--- src/sv/assert_macros.svh ---
`ifndef ASSERT_MACROS_SVH
`define ASSERT_MACROS_SVH

// Same-cycle implication, checked on every rising clock edge outside reset.
`define PCF_ASSERT_NOW(label, ante, cons) \
   label: assert property (@(posedge clock) disable iff (reset) (ante) |-> (cons)) \
      else $error("assertion failed");

// Next-cycle implication, checked on every rising clock edge outside reset.
`define PCF_ASSERT_NEXT(label, ante, cons) \
   label: assert property (@(posedge clock) disable iff (reset) (ante) |=> (cons)) \
      else $error("assertion failed");

`endif

--- src/sv/pcf_pkg.sv ---
`default_nettype none
package pcf_pkg;

   localparam logic [1:0] CMD_SIG  = 2'd0;
   localparam logic [1:0] CMD_HDR  = 2'd1;
   localparam logic [1:0] CMD_DATA = 2'd2;

   localparam logic [2:0] KIND_IHDR = 3'd0;
   localparam logic [2:0] KIND_PLTE = 3'd1;
   localparam logic [2:0] KIND_GAMA = 3'd2;
   localparam logic [2:0] KIND_IDAT = 3'd3;
   localparam logic [2:0] KIND_IEND = 3'd4;

   localparam logic [1:0] ST_OK       = 2'd0;
   localparam logic [1:0] ST_BAD_KIND = 2'd1;
   localparam logic [1:0] ST_NO_CHUNK = 2'd2;

   localparam logic [31:0] CRC_POLY = 32'hEDB88320;
   localparam logic [31:0] CRC_ONES = 32'hFFFFFFFF;

   // Sequencer steps within one operation.
   localparam logic [3:0] STEP_FIRST_NAME = 4'd4;
   localparam logic [3:0] STEP_LAST_NAME  = 4'd7;
   localparam logic [3:0] STEP_LAST_HDR   = 4'd11;
   localparam logic [3:0] STEP_LAST_SIG   = 4'd7;
   localparam logic [3:0] STEP_LAST_DATA  = 4'd4;

   typedef enum logic [1:0] {
      OP_SIG,
      OP_HDR,
      OP_DATA,
      OP_BAD_KIND
   } op_code_type;

   typedef struct packed {
      op_code_type code;
      logic [30:0] length;
      logic [2:0]  kind;
      logic [7:0]  data;
   } op_type;

   typedef struct packed {
      logic   valid;
      op_type op;
   } queue_head_type;

   function automatic logic [7:0] sig_byte(input logic [2:0] idx);
      logic [7:0] b;
      unique case (idx)
         3'd0:    b = 8'd137;
         3'd1:    b = 8'd80;
         3'd2:    b = 8'd78;
         3'd3:    b = 8'd71;
         3'd4:    b = 8'd13;
         3'd5:    b = 8'd10;
         3'd6:    b = 8'd26;
         default: b = 8'd10;
      endcase
      return b;
   endfunction

   function automatic logic [7:0] name_byte(input logic [2:0] kind, input logic [1:0] idx);
      logic [31:0] w;
      unique case (kind)
         KIND_IHDR: w = "IHDR";
         KIND_PLTE: w = "PLTE";
         KIND_GAMA: w = "gAMA";
         KIND_IDAT: w = "IDAT";
         KIND_IEND: w = "IEND";
         default:   w = 32'd0;
      endcase
      return w[8 * (3 - idx) +: 8];
   endfunction

   // One byte of the reflected CRC-32, bit by bit.
   function automatic logic [31:0] crc_fold(input logic [31:0] c, input logic [7:0] b);
      logic [31:0] r;
      r = c ^ {24'd0, b};
      for (int k = 0; k < 8; k++) begin
         r = r[0] ? ((r >> 1) ^ CRC_POLY) : (r >> 1);
      end
      return r;
   endfunction

endpackage
`default_nettype wire

--- src/sv/pcf_front.sv ---
`default_nettype none
module pcf_front (
   input  wire logic            push,
   input  wire logic            queue_full,
   input  wire logic [1:0]      command,
   input  wire logic [30:0]     chunk_length,
   input  wire logic [2:0]      chunk_kind,
   input  wire logic [7:0]      data_byte,
   output      logic            enq,
   output      pcf_pkg::op_type enq_op
);
   import pcf_pkg::*;

   logic keep;

   // Unused commands are accepted and dropped here; everything else is queued.
   always_comb begin
      keep                = 1'b1;
      enq_op.length       = chunk_length;
      enq_op.kind         = chunk_kind;
      enq_op.data         = data_byte;
      unique case (command)
         CMD_SIG:  enq_op.code = OP_SIG;
         CMD_HDR:  enq_op.code = (chunk_kind > KIND_IEND) ? OP_BAD_KIND : OP_HDR;
         CMD_DATA: enq_op.code = OP_DATA;
         default: begin
            enq_op.code = OP_SIG;
            keep        = 1'b0;
         end
      endcase
   end

   assign enq = push && !queue_full && keep;

endmodule
`default_nettype wire

--- src/sv/pcf_queue.sv ---
`default_nettype none
`include "assert_macros.svh"
module pcf_queue #(
   parameter int DEPTH = 4
) (
   input  wire logic                    clock,
   input  wire logic                    reset,
   input  wire logic                    enq,
   input  wire pcf_pkg::op_type         enq_op,
   input  wire logic                    deq,
   output      logic                    full,
   output      pcf_pkg::queue_head_type head
);
   import pcf_pkg::*;

   localparam int PTR_W = (DEPTH > 1) ? $clog2(DEPTH) : 1;
   localparam int CNT_W = $clog2(DEPTH + 1);

   op_type             entry_ff [DEPTH];
   logic [PTR_W-1:0]   wr_ptr_ff, wr_ptr_in;
   logic [PTR_W-1:0]   rd_ptr_ff, rd_ptr_in;
   logic [CNT_W-1:0]   count_ff, count_in;

   always_comb begin
      wr_ptr_in = wr_ptr_ff;
      rd_ptr_in = rd_ptr_ff;
      count_in  = count_ff;
      if (enq) begin
         wr_ptr_in = (wr_ptr_ff == PTR_W'(DEPTH - 1)) ? '0 : wr_ptr_ff + 1'b1;
      end
      if (deq) begin
         rd_ptr_in = (rd_ptr_ff == PTR_W'(DEPTH - 1)) ? '0 : rd_ptr_ff + 1'b1;
      end
      if (enq && !deq) begin
         count_in = count_ff + 1'b1;
      end else if (deq && !enq) begin
         count_in = count_ff - 1'b1;
      end
   end

   always_ff @(posedge clock) begin
      if (reset) begin
         wr_ptr_ff <= '0;
         rd_ptr_ff <= '0;
         count_ff  <= '0;
      end else begin
         wr_ptr_ff <= wr_ptr_in;
         rd_ptr_ff <= rd_ptr_in;
         count_ff  <= count_in;
      end
   end

   always_ff @(posedge clock) begin
      if (enq) begin
         entry_ff[wr_ptr_ff] <= enq_op;
      end
   end

   assign full       = (count_ff == CNT_W'(DEPTH));
   assign head.valid = (count_ff != '0);
   assign head.op    = entry_ff[rd_ptr_ff];

   `PCF_ASSERT_NOW(a_count_bound, 1'b1, count_ff <= CNT_W'(DEPTH))
   `PCF_ASSERT_NOW(a_no_deq_empty, deq, count_ff != '0)
   `PCF_ASSERT_NOW(a_no_enq_full, enq, count_ff != CNT_W'(DEPTH))

endmodule
`default_nettype wire

--- src/sv/pcf_back.sv ---
`default_nettype none
`include "assert_macros.svh"
module pcf_back (
   input  wire logic                    clock,
   input  wire logic                    reset,
   input  wire pcf_pkg::queue_head_type head,
   output      logic                    deq,
   input  wire logic                    pop,
   output      logic                    empty,
   output      logic [7:0]              out_byte,
   output      logic                    run_last,
   output      logic                    chunk_done,
   output      logic [1:0]              status
);
   import pcf_pkg::*;

   logic [3:0]  step_ff, step_in;
   logic [31:0] crc_ff, crc_in;
   logic [30:0] left_ff, left_in;
   logic        open_ff, open_in;

   logic        valid_ff, valid_in;
   logic [7:0]  byte_ff;
   logic        last_ff;
   logic        done_ff;
   logic [1:0]  status_ff;

   logic        fire;
   logic [7:0]  byte_v;
   logic        last_v;
   logic        done_v;
   logic [1:0]  status_v;
   logic [31:0] len32;
   logic [31:0] crc_out;
   logic [1:0]  crc_idx;
   logic [7:0]  name_v;

   assign fire    = head.valid && (!valid_ff || pop);
   assign len32   = {1'b0, head.op.length};
   assign crc_out = crc_ff ^ CRC_ONES;
   assign name_v  = name_byte(head.op.kind, step_ff[1:0]);

   // Byte, flags and status of the current step of the operation at the queue head.
   always_comb begin
      byte_v   = 8'd0;
      last_v   = 1'b0;
      done_v   = 1'b0;
      status_v = ST_OK;
      crc_idx  = step_ff[1:0];
      unique case (head.op.code)
         OP_SIG: begin
            byte_v = sig_byte(step_ff[2:0]);
            last_v = (step_ff == STEP_LAST_SIG);
         end
         OP_BAD_KIND: begin
            status_v = ST_BAD_KIND;
            last_v   = 1'b1;
         end
         OP_HDR: begin
            if (step_ff < STEP_FIRST_NAME) begin
               byte_v = len32[8 * (3 - step_ff[1:0]) +: 8];
            end else if (step_ff <= STEP_LAST_NAME) begin
               byte_v = name_v;
            end else begin
               byte_v = crc_out[8 * (3 - crc_idx) +: 8];
            end
            last_v = ((step_ff == STEP_LAST_NAME) && (head.op.length != '0)) ||
                     (step_ff == STEP_LAST_HDR);
            done_v = (step_ff == STEP_LAST_HDR);
         end
         OP_DATA: begin
            crc_idx = 2'(step_ff - 4'd1);
            if (!open_ff) begin
               status_v = ST_NO_CHUNK;
               last_v   = 1'b1;
            end else if (step_ff == '0) begin
               byte_v = head.op.data;
               last_v = (left_ff != 31'd1);
            end else begin
               byte_v = crc_out[8 * (3 - crc_idx) +: 8];
               last_v = (step_ff == STEP_LAST_DATA);
               done_v = (step_ff == STEP_LAST_DATA);
            end
         end
         default: begin
            last_v = 1'b1;
         end
      endcase
   end

   // Chunk state updates taken when the current step is handed to the output register.
   always_comb begin
      step_in = step_ff;
      crc_in  = crc_ff;
      left_in = left_ff;
      open_in = open_ff;
      if (fire) begin
         step_in = last_v ? '0 : step_ff + 4'd1;
         unique case (head.op.code)
            OP_HDR: begin
               if (step_ff == STEP_FIRST_NAME) begin
                  crc_in = crc_fold(CRC_ONES, name_v);
               end else if ((step_ff > STEP_FIRST_NAME) && (step_ff <= STEP_LAST_NAME)) begin
                  crc_in = crc_fold(crc_ff, name_v);
               end
               if (step_ff == STEP_LAST_NAME) begin
                  left_in = head.op.length;
                  open_in = 1'b1;
               end
            end
            OP_DATA: begin
               if (open_ff && (step_ff == '0)) begin
                  crc_in  = crc_fold(crc_ff, head.op.data);
                  left_in = left_ff - 31'd1;
               end
            end
            default: begin
            end
         endcase
         if (done_v) begin
            crc_in  = CRC_ONES;
            left_in = '0;
            open_in = 1'b0;
         end
      end
   end

   always_comb begin
      valid_in = valid_ff;
      if (fire) begin
         valid_in = 1'b1;
      end else if (pop) begin
         valid_in = 1'b0;
      end
   end

   always_ff @(posedge clock) begin
      if (reset) begin
         step_ff  <= '0;
         crc_ff   <= CRC_ONES;
         left_ff  <= '0;
         open_ff  <= 1'b0;
         valid_ff <= 1'b0;
      end else begin
         step_ff  <= step_in;
         crc_ff   <= crc_in;
         left_ff  <= left_in;
         open_ff  <= open_in;
         valid_ff <= valid_in;
      end
   end

   always_ff @(posedge clock) begin
      if (fire) begin
         byte_ff   <= byte_v;
         last_ff   <= last_v;
         done_ff   <= done_v;
         status_ff <= status_v;
      end
   end

   assign deq        = fire && last_v;
   assign empty      = !valid_ff;
   assign out_byte   = byte_ff;
   assign run_last   = last_ff;
   assign chunk_done = done_ff;
   assign status     = status_ff;

   `PCF_ASSERT_NOW(a_step_bound, 1'b1, step_ff <= STEP_LAST_HDR)
   `PCF_ASSERT_NOW(a_done_is_last, valid_ff && done_ff, last_ff && (status_ff == ST_OK))
   `PCF_ASSERT_NOW(a_error_single, valid_ff && (status_ff != ST_OK), last_ff && (byte_ff == 8'd0))
   `PCF_ASSERT_NEXT(a_done_closes, fire && done_v, !open_ff && (crc_ff == CRC_ONES))

endmodule
`default_nettype wire

--- src/sv/png_chunk_framer_crc32_core.sv ---
// PNG chunk framer with CRC-32.
// Requests enter through a queue-style port: a request is taken on a clock edge where push
// is high and full is low. Command 0 emits the eight PNG signature bytes, command 1 emits
// a chunk header (four big-endian length bytes, then the four name bytes), command 2
// passes one data byte into the open chunk. After the last counted data byte, or right
// after the header of an empty chunk, the four bytes of the inverted CRC-32 follow.
// Command 3 is taken and dropped without any output.
// Results leave one byte per cycle on the rsp_ ports while empty is low; a byte is taken
// on an edge where pop is high. run_last marks the last byte caused by one request.
// Each request is written into the queue, and its bytes pass through the output register
// before they reach the ports. A data byte or an error yields one output byte; a
// signature yields eight, a header eight, a header of an empty chunk twelve, and the
// data byte that closes a chunk five. The output sequencer emits one byte per cycle
// unless the receiver stalls, and folds each name and data byte into the CRC as it
// emits it. The request queue holds QUEUE_DEPTH requests, so the sender keeps going
// while a long burst drains. When the receiver stalls, the result holds on the ports
// and the queue fills until full rises. Synchronous reset empties the queue and the
// result register, closes any open chunk and sets the CRC to all ones.
`default_nettype none
module png_chunk_framer_crc32_core #(
   parameter int QUEUE_DEPTH = 4
) (
   input  wire logic        clock,
   input  wire logic        reset,
   input  wire logic        push,
   output      logic        full,
   input  wire logic [1:0]  req_command,
   input  wire logic [30:0] req_chunk_length,
   input  wire logic [2:0]  req_chunk_kind,
   input  wire logic [7:0]  req_data_byte,
   output      logic        empty,
   input  wire logic        pop,
   output      logic [7:0]  rsp_out_byte,
   output      logic        rsp_run_last,
   output      logic        rsp_chunk_done,
   output      logic [1:0]  rsp_status
);
   import pcf_pkg::*;

   logic           enq;
   op_type         enq_op;
   logic           deq;
   queue_head_type head;

   // Front end: decodes the command and marks bad chunk kinds before queueing.
   pcf_front u_front (
      .push         (push),
      .queue_full   (full),
      .command      (req_command),
      .chunk_length (req_chunk_length),
      .chunk_kind   (req_chunk_kind),
      .data_byte    (req_data_byte),
      .enq          (enq),
      .enq_op       (enq_op)
   );

   // The queue lets the front keep taking requests while the back end emits a burst.
   pcf_queue #(
      .DEPTH (QUEUE_DEPTH)
   ) u_queue (
      .clock  (clock),
      .reset  (reset),
      .enq    (enq),
      .enq_op (enq_op),
      .deq    (deq),
      .full   (full),
      .head   (head)
   );

   // Back end: steps through the bytes of each queued operation and keeps the chunk
   // state (CRC, remaining length, open flag).
   pcf_back u_back (
      .clock      (clock),
      .reset      (reset),
      .head       (head),
      .deq        (deq),
      .pop        (pop),
      .empty      (empty),
      .out_byte   (rsp_out_byte),
      .run_last   (rsp_run_last),
      .chunk_done (rsp_chunk_done),
      .status     (rsp_status)
   );

endmodule
`default_nettype wire
--- config.mk ---
export PLATFORM = sky130hd
export DESIGN_NAME = png_chunk_framer_crc32_core
export DESIGN_NICKNAME = d
export VERILOG_FILES = /design/src/sv/pcf_pkg.sv /design/src/sv/pcf_front.sv /design/src/sv/pcf_queue.sv /design/src/sv/pcf_back.sv /design/src/sv/png_chunk_framer_crc32_core.sv
export VERILOG_INCLUDE_DIRS = /design/src /design/src/sv
export SDC_FILE = /design/constraint.sdc
export NUM_CORES = 1
export LEC_CHECK = 0
export BUFFER_PORTS_ARGS = -buffer_cell sky130_fd_sc_hd__buf_2
export CAP_MARGIN = 20
export CORE_UTILIZATION = 54
export DETAILED_ROUTE_END_ITERATION = 8
export PLACE_DENSITY = 0.7
export SETUP_SLACK_MARGIN = 0.4
export SYNTH_ARGS = -nofsm -noshare
export SYNTH_HDL_FRONTEND = slang
export SYNTH_SLANG_ARGS = --single-unit
--- constraint.sdc ---
create_clock -name clock -period 5.05 [get_ports clock]
set_clock_uncertainty 0.2 [all_clocks]
set_input_delay 0.2525 -clock clock [delete_from_list [all_inputs] [get_ports clock]]
set_output_delay 0.2525 -clock clock [all_outputs]
set_load 0.05 [all_outputs]
### Word level (Yosys, flattened, before mapping)

Memory sizes are Yosys's and may differ from the RTL's. A register that Yosys moved wholly into a read port is not among the register bits.
Cells that the tools add are included.
W data, S select, Z words.

| word-level totals | value |
|---|---|
| memory bits (writable) | 176 |
| memories | 1 |
| input bits | 48 |
| output and inout bits | 14 |
| register bits after elaboration | 88 |
| word-level logic and storage cells | 178 |

| cells by class | value |
|---|---|
| bitwise logic cells | 28 |
| reductions and logical operators | 31 |
| equal/unequal tests | 24 |
| add/subtract/negate cells | 9 |
| mux-type cells | 65 |
| shift-type cells | 4 |
| $lt $le $gt $ge | 4 |

Memory list:

| memory | words | width | read ports | clocked after memory_dff | write ports | RTL line | RTL |
|---|---|---|---|---|---|---|---|
| u_queue.entry_ff | 4 | 44 | 1 | 1 | 1 | pcf_queue.sv:19 | `op_type entry_ff [DEPTH];` |

Operators with widths:

| cell | number |
|---|---|
| $mux W32 | 28 |
| $not A13 Y14 | 24 |
| $pmux W31 S5 | 1 |
| $shiftx A32 B33 Y8 | 4 |
| $mux W31 | 3 |
| $pmux W32 S2 | 1 |
| $xor A32 B8 Y32 | 2 |
| $pmux W31 S2 | 1 |
| $pmux W8 S6 | 1 |
| $mux W8 | 4 |
| $not A32 Y32 | 1 |
| $not A8 Y32 | 1 |
| $ne A31 B1 Y1 const B | 1 |
| $reduce_bool A31 Y1 | 1 |
| $sub A31 B1 Y31 const B | 1 |
| $pmux W8 S3 | 1 |
| $eq A3 B2 Y1 const B | 4 |
| $eq A3 B3 Y1 const B | 4 |
| $mux W1 | 12 |
| $mux W2 | 6 |
| $eq A2 B2 Y1 const B | 5 |
| $logic_and A1 B1 Y1 | 9 |
| $eq A4 B3 Y1 const B | 2 |
| $pmux W2 S2 | 2 |
| other kinds (29) | 46 |

### Longest topological paths before layout

| logic depth | value |
|---|---|
| depth in word-level cells | 24 |
| depth in mapped cells | 18 |
| mapped depth without buffers | 14 |

### By module

From an unflattened synthesis, not the netlist that was laid out.

| unflattened totals | value |
|---|---|
| cells, all modules | 1276 |
| area total of the unflattened synthesis | 15067.0 µm² |

By module, submodules not included:

| module | area each (µm²) | seq. area each (µm²) | cells an instance | instances |
|---|---|---|---|---|
| pcf_back | 7812.5 | 1741.7 | 950 | 1 |
| pcf_queue | 6849.1 | 5465.2 | 274 | 1 |
| pcf_front | 405.4 | 0.0 | 52 | 1 |

### Worst setup path after synthesis

Ideal clock, no wire load.

| timing | value |
|---|---|
| path type | register to register |
| start | reg (tool-made name) |
| end | reg u_queue.count_ff[2] |
| stages on the path, launching flop included | 17 |
| data required time | 4.780 ns |
| path buffers | 4 |
| setup time | 0.070 ns |
| period minus slack after synthesis | 4.254 ns |
| arrival time | 3.983 ns |
| setup slack | 0.796 ns |
| path through | dfxtp_1 buf_6 buf_4 buf_2 buf_2 mux4_2 ha_1 and4b_1 nor2_1 a21oi_1 o21ai_1 ha_1 inv_1 fa_1 xor2_1 or3_1 a21oi_1 |

RTL lines:

| element | RTL line | RTL |
|---|---|---|
| end signal, assigned | pcf_queue.sv:49 | `count_ff <= count_in;` |
| end, declared | pcf_queue.sv:22 | `logic [CNT_W-1:0] count_ff, count_in;` |

==> metrics.txt <==
Hold Fails Final Rpt=0; Port Buffers=61; final net count=1458; share of Yosys cell area claimed by the top area cell type=0.369; CP Data Required Time=5320 ps; WL final=43400 µm; Cells after Synth=1308; Clock Path Buffers=3; core area=0.0279 mm²; Clock Latency Late Sink=580 ps; Max-cap violations=0; Yosys top cell by area=edfxtp_1; Final ANT Viol Nets=0; first-pass GRT wire length=65800 µm; synth-to-layout area growth=13.5%; worst-path fanout max=15; dpl cell area=0.0160 mm²; std cell rows=61; Root Driver=clkbuf_16; Initial DRC Count=1327; most common cell in the netlist=edfxtp_1; Final Cell Area=0.0174 mm²; R2R Path End=u_queue.count_ff[2]; Tmin final=4290 ps; Die Ht=170 µm; Seq cells post-synth=266; Tightest Pin Transition=971 ps; crit path kind=reg -> reg; Setup crit end kind=register; Post-Syn Area=0.0153 mm²; Pre-antenna DRT Iters=6; crit path capture=u_queue.count_ff[2]; Achievable Freq=233 MHz; ys async rst share=0; Die Width=170 µm; layout cells sized above 1=0.181; Starting Density=0.549; Post-synth EDFFs=188; total clock buffers created by CTS=28; Yosys warning count=0; routed vias=11459; worst vdd ir=0.360 mV; Rel. slew slack=0.351; Routed WL per cell=24.3 µm; CP Data Arrival Time=4560 ps; Global Route Usage Sum=0.303; Netlist cell types=93; Setup violations, final=0; setup_tns=0 ps; Tcrit/Tclk final=0.850; Post-synth top cells=edfxtp_1, nor2_1, a21oi_1; post-synth net total=1378; Top FF cell, synth=edfxtp_1; worst reg2reg path depth=13; dpl hpwl=29200 µm; power density over the cells=733 mW/mm²; post-layout util=0.624; via/cell ratio=6.42; CTS tree=built; number of antenna diodes=0; WHS=25.8 ps; DRC violations left=0; RSZ-0062 raised after global routing=false; vias in the first global route=10802; io pins=62; path type of the worst min-delay path=in -> reg; largest net degree at the start of global routing=63; Syn Area/Cell=11.7 µm²; number of H-tree levels=1; Final Max Slew Viols=0; crit path launch type=register; sequential area share after synthesis=0.471; CTS sink cnt=266; hold wc startpoint=req_command[0]; Clk pin slew, worst setup/hold paths=70 ps; initial antenna violation count=0; die area=0.0290 mm²; Reg2Reg Setup Slack=760 ps; Synth area leaders=edfxtp_1, dfxtp_1, mux4_2; status=complete, no violations; P_leak=6.08 nW; Placer Congestion=1.01; overflow left after global routing=0
-- cells by family after synthesis --
logic type                 after synthesis  share of synthesized area
and+or+nand+nor                        359                      0.120
AOI/OAI and AO/OA                      305                      0.128
DFF                                    266                      0.471
xor gates and xnor gates               148                      0.115
buffers and inverters                  119                     0.0325
muxes                                   89                      0.115
adders and majority gates               22                     0.0185
-- worst min-delay path by stage --
stage                               to  slack [ps]  depth (start not counted)
2_1_floorplan   u_queue.entry_ff[0][0]         150                          0
3_3_place_gp           u_back.valid_ff         250                          2
3_5_place_dp   u_queue.entry_ff[2][30]         270                          1
4_1_cts        u_queue.entry_ff[0][42]           5                          2
5_1_grt           u_queue.wr_ptr_ff[1]          60                          4
6_report       u_queue.entry_ff[3][42]          30                          2
-- layout make-up --
type / instances / area, µm²
Timing Repair Buffer: 142 / 1050
Fill cell: 2178 / 10500
Inverter: 27 / 101
Clock inverter: 14 / 178
Tap cell: 378 / 473
Sequential cell: 266 / 7210
Multi-Input combinational cell: 923 / 7610
Clock buffer: 35 / 747
-- through the flow --
| step | power, W | instances | setup slack [ps] |
|---|---|---|---|
| finish | 0.0127 | 1785 | 760 |
| global route | 0.0134 | 1785 | 618 |
| CTS | 0.0126 | 1785 | 786 |
| detailed placement | 0.0104 | 1691 | 862 |
| global placement | 0.0104 | 1691 | 913 |
| floorplan | 0.00882 | 1308 | 796 |
-- layout by cell type, fill, tap and decap left out, types with 10 or more instances in the layout --
cell           count
a22oi_1           10
nor3_1            26
dlygate4sd3_1     45
nand2_1           69
a31oi_1           20
nand2b_1          14
mux2i_1           13
o21ai_0           69
edfxtp_1         188
buf_2             61
a21oi_1           92
nor2_1           116
ha_1              20
xor2_1            28
inv_1             23
o22ai_1           15
or3_1             10
xnor3_1           18
dfxtp_1           74
mux4_2            69
buf_4             34
xnor2_1           84
o211ai_1          21
nand3_1           16
nor4_1            16
clkbuf_16         28
nor2b_1           11
and2_1            15
-- layer usage --
metal / up-vias / wire [µm] / track usage
met3: 70 / 4030 / 0.0479
met1: 5600 / 18400 / 0.445
li1: 5126 / - / -
met2: 663 / 19800 / 0.465
met4: 0 / 1130 / 0.0842
met5: - / 0 / 0
-- where the power goes --
| part | internal, W | switching, W | total [W] | leakage [nW] |
|---|---|---|---|---|
| logic | 0.00334 | 0.00420 | 0.00754 | 3.28 |
| clock network | 0.00120 | 0.000881 | 0.00209 | 0.446 |
| registers | 0.00273 | 0.000382 | 0.00311 | 2.36 |
| total | 0.00727 | 0.00547 | 0.0127 | 6.08 |
-- what timing repair did --
item	CTS	global route
endpoints found under the hold margin	180	0
setup buffers	0	0
hold buffers	45	0
resized for setup	0	0
-- registers in the layout, summed over array words and instances, names as in the netlist, 2 cells and up, named ones only --
name and cells:
u_back.out_byte 8, u_back.status 2, u_back.step_ff 4, u_queue.count_ff 3, u_back.left_ff 31, u_back.crc_ff 32
u_queue.entry_ff 176, u_queue.rd_ptr_ff 2, u_queue.wr_ptr_ff 2
-- worst max-delay path: stages (launching register included) --
cell and delay, ps:
dfxtp_4 370, buf_4 300, mux4_2 600, nor4_1 410
nand4_1 220, o21ai_1 200, a21oi_1 140, o21ai_1 380
ha_1 270, inv_1 70, fa_1 420, xor2_1 150
or3_1 300, a21oi_1 130
(Power assumes the default switching activity.)
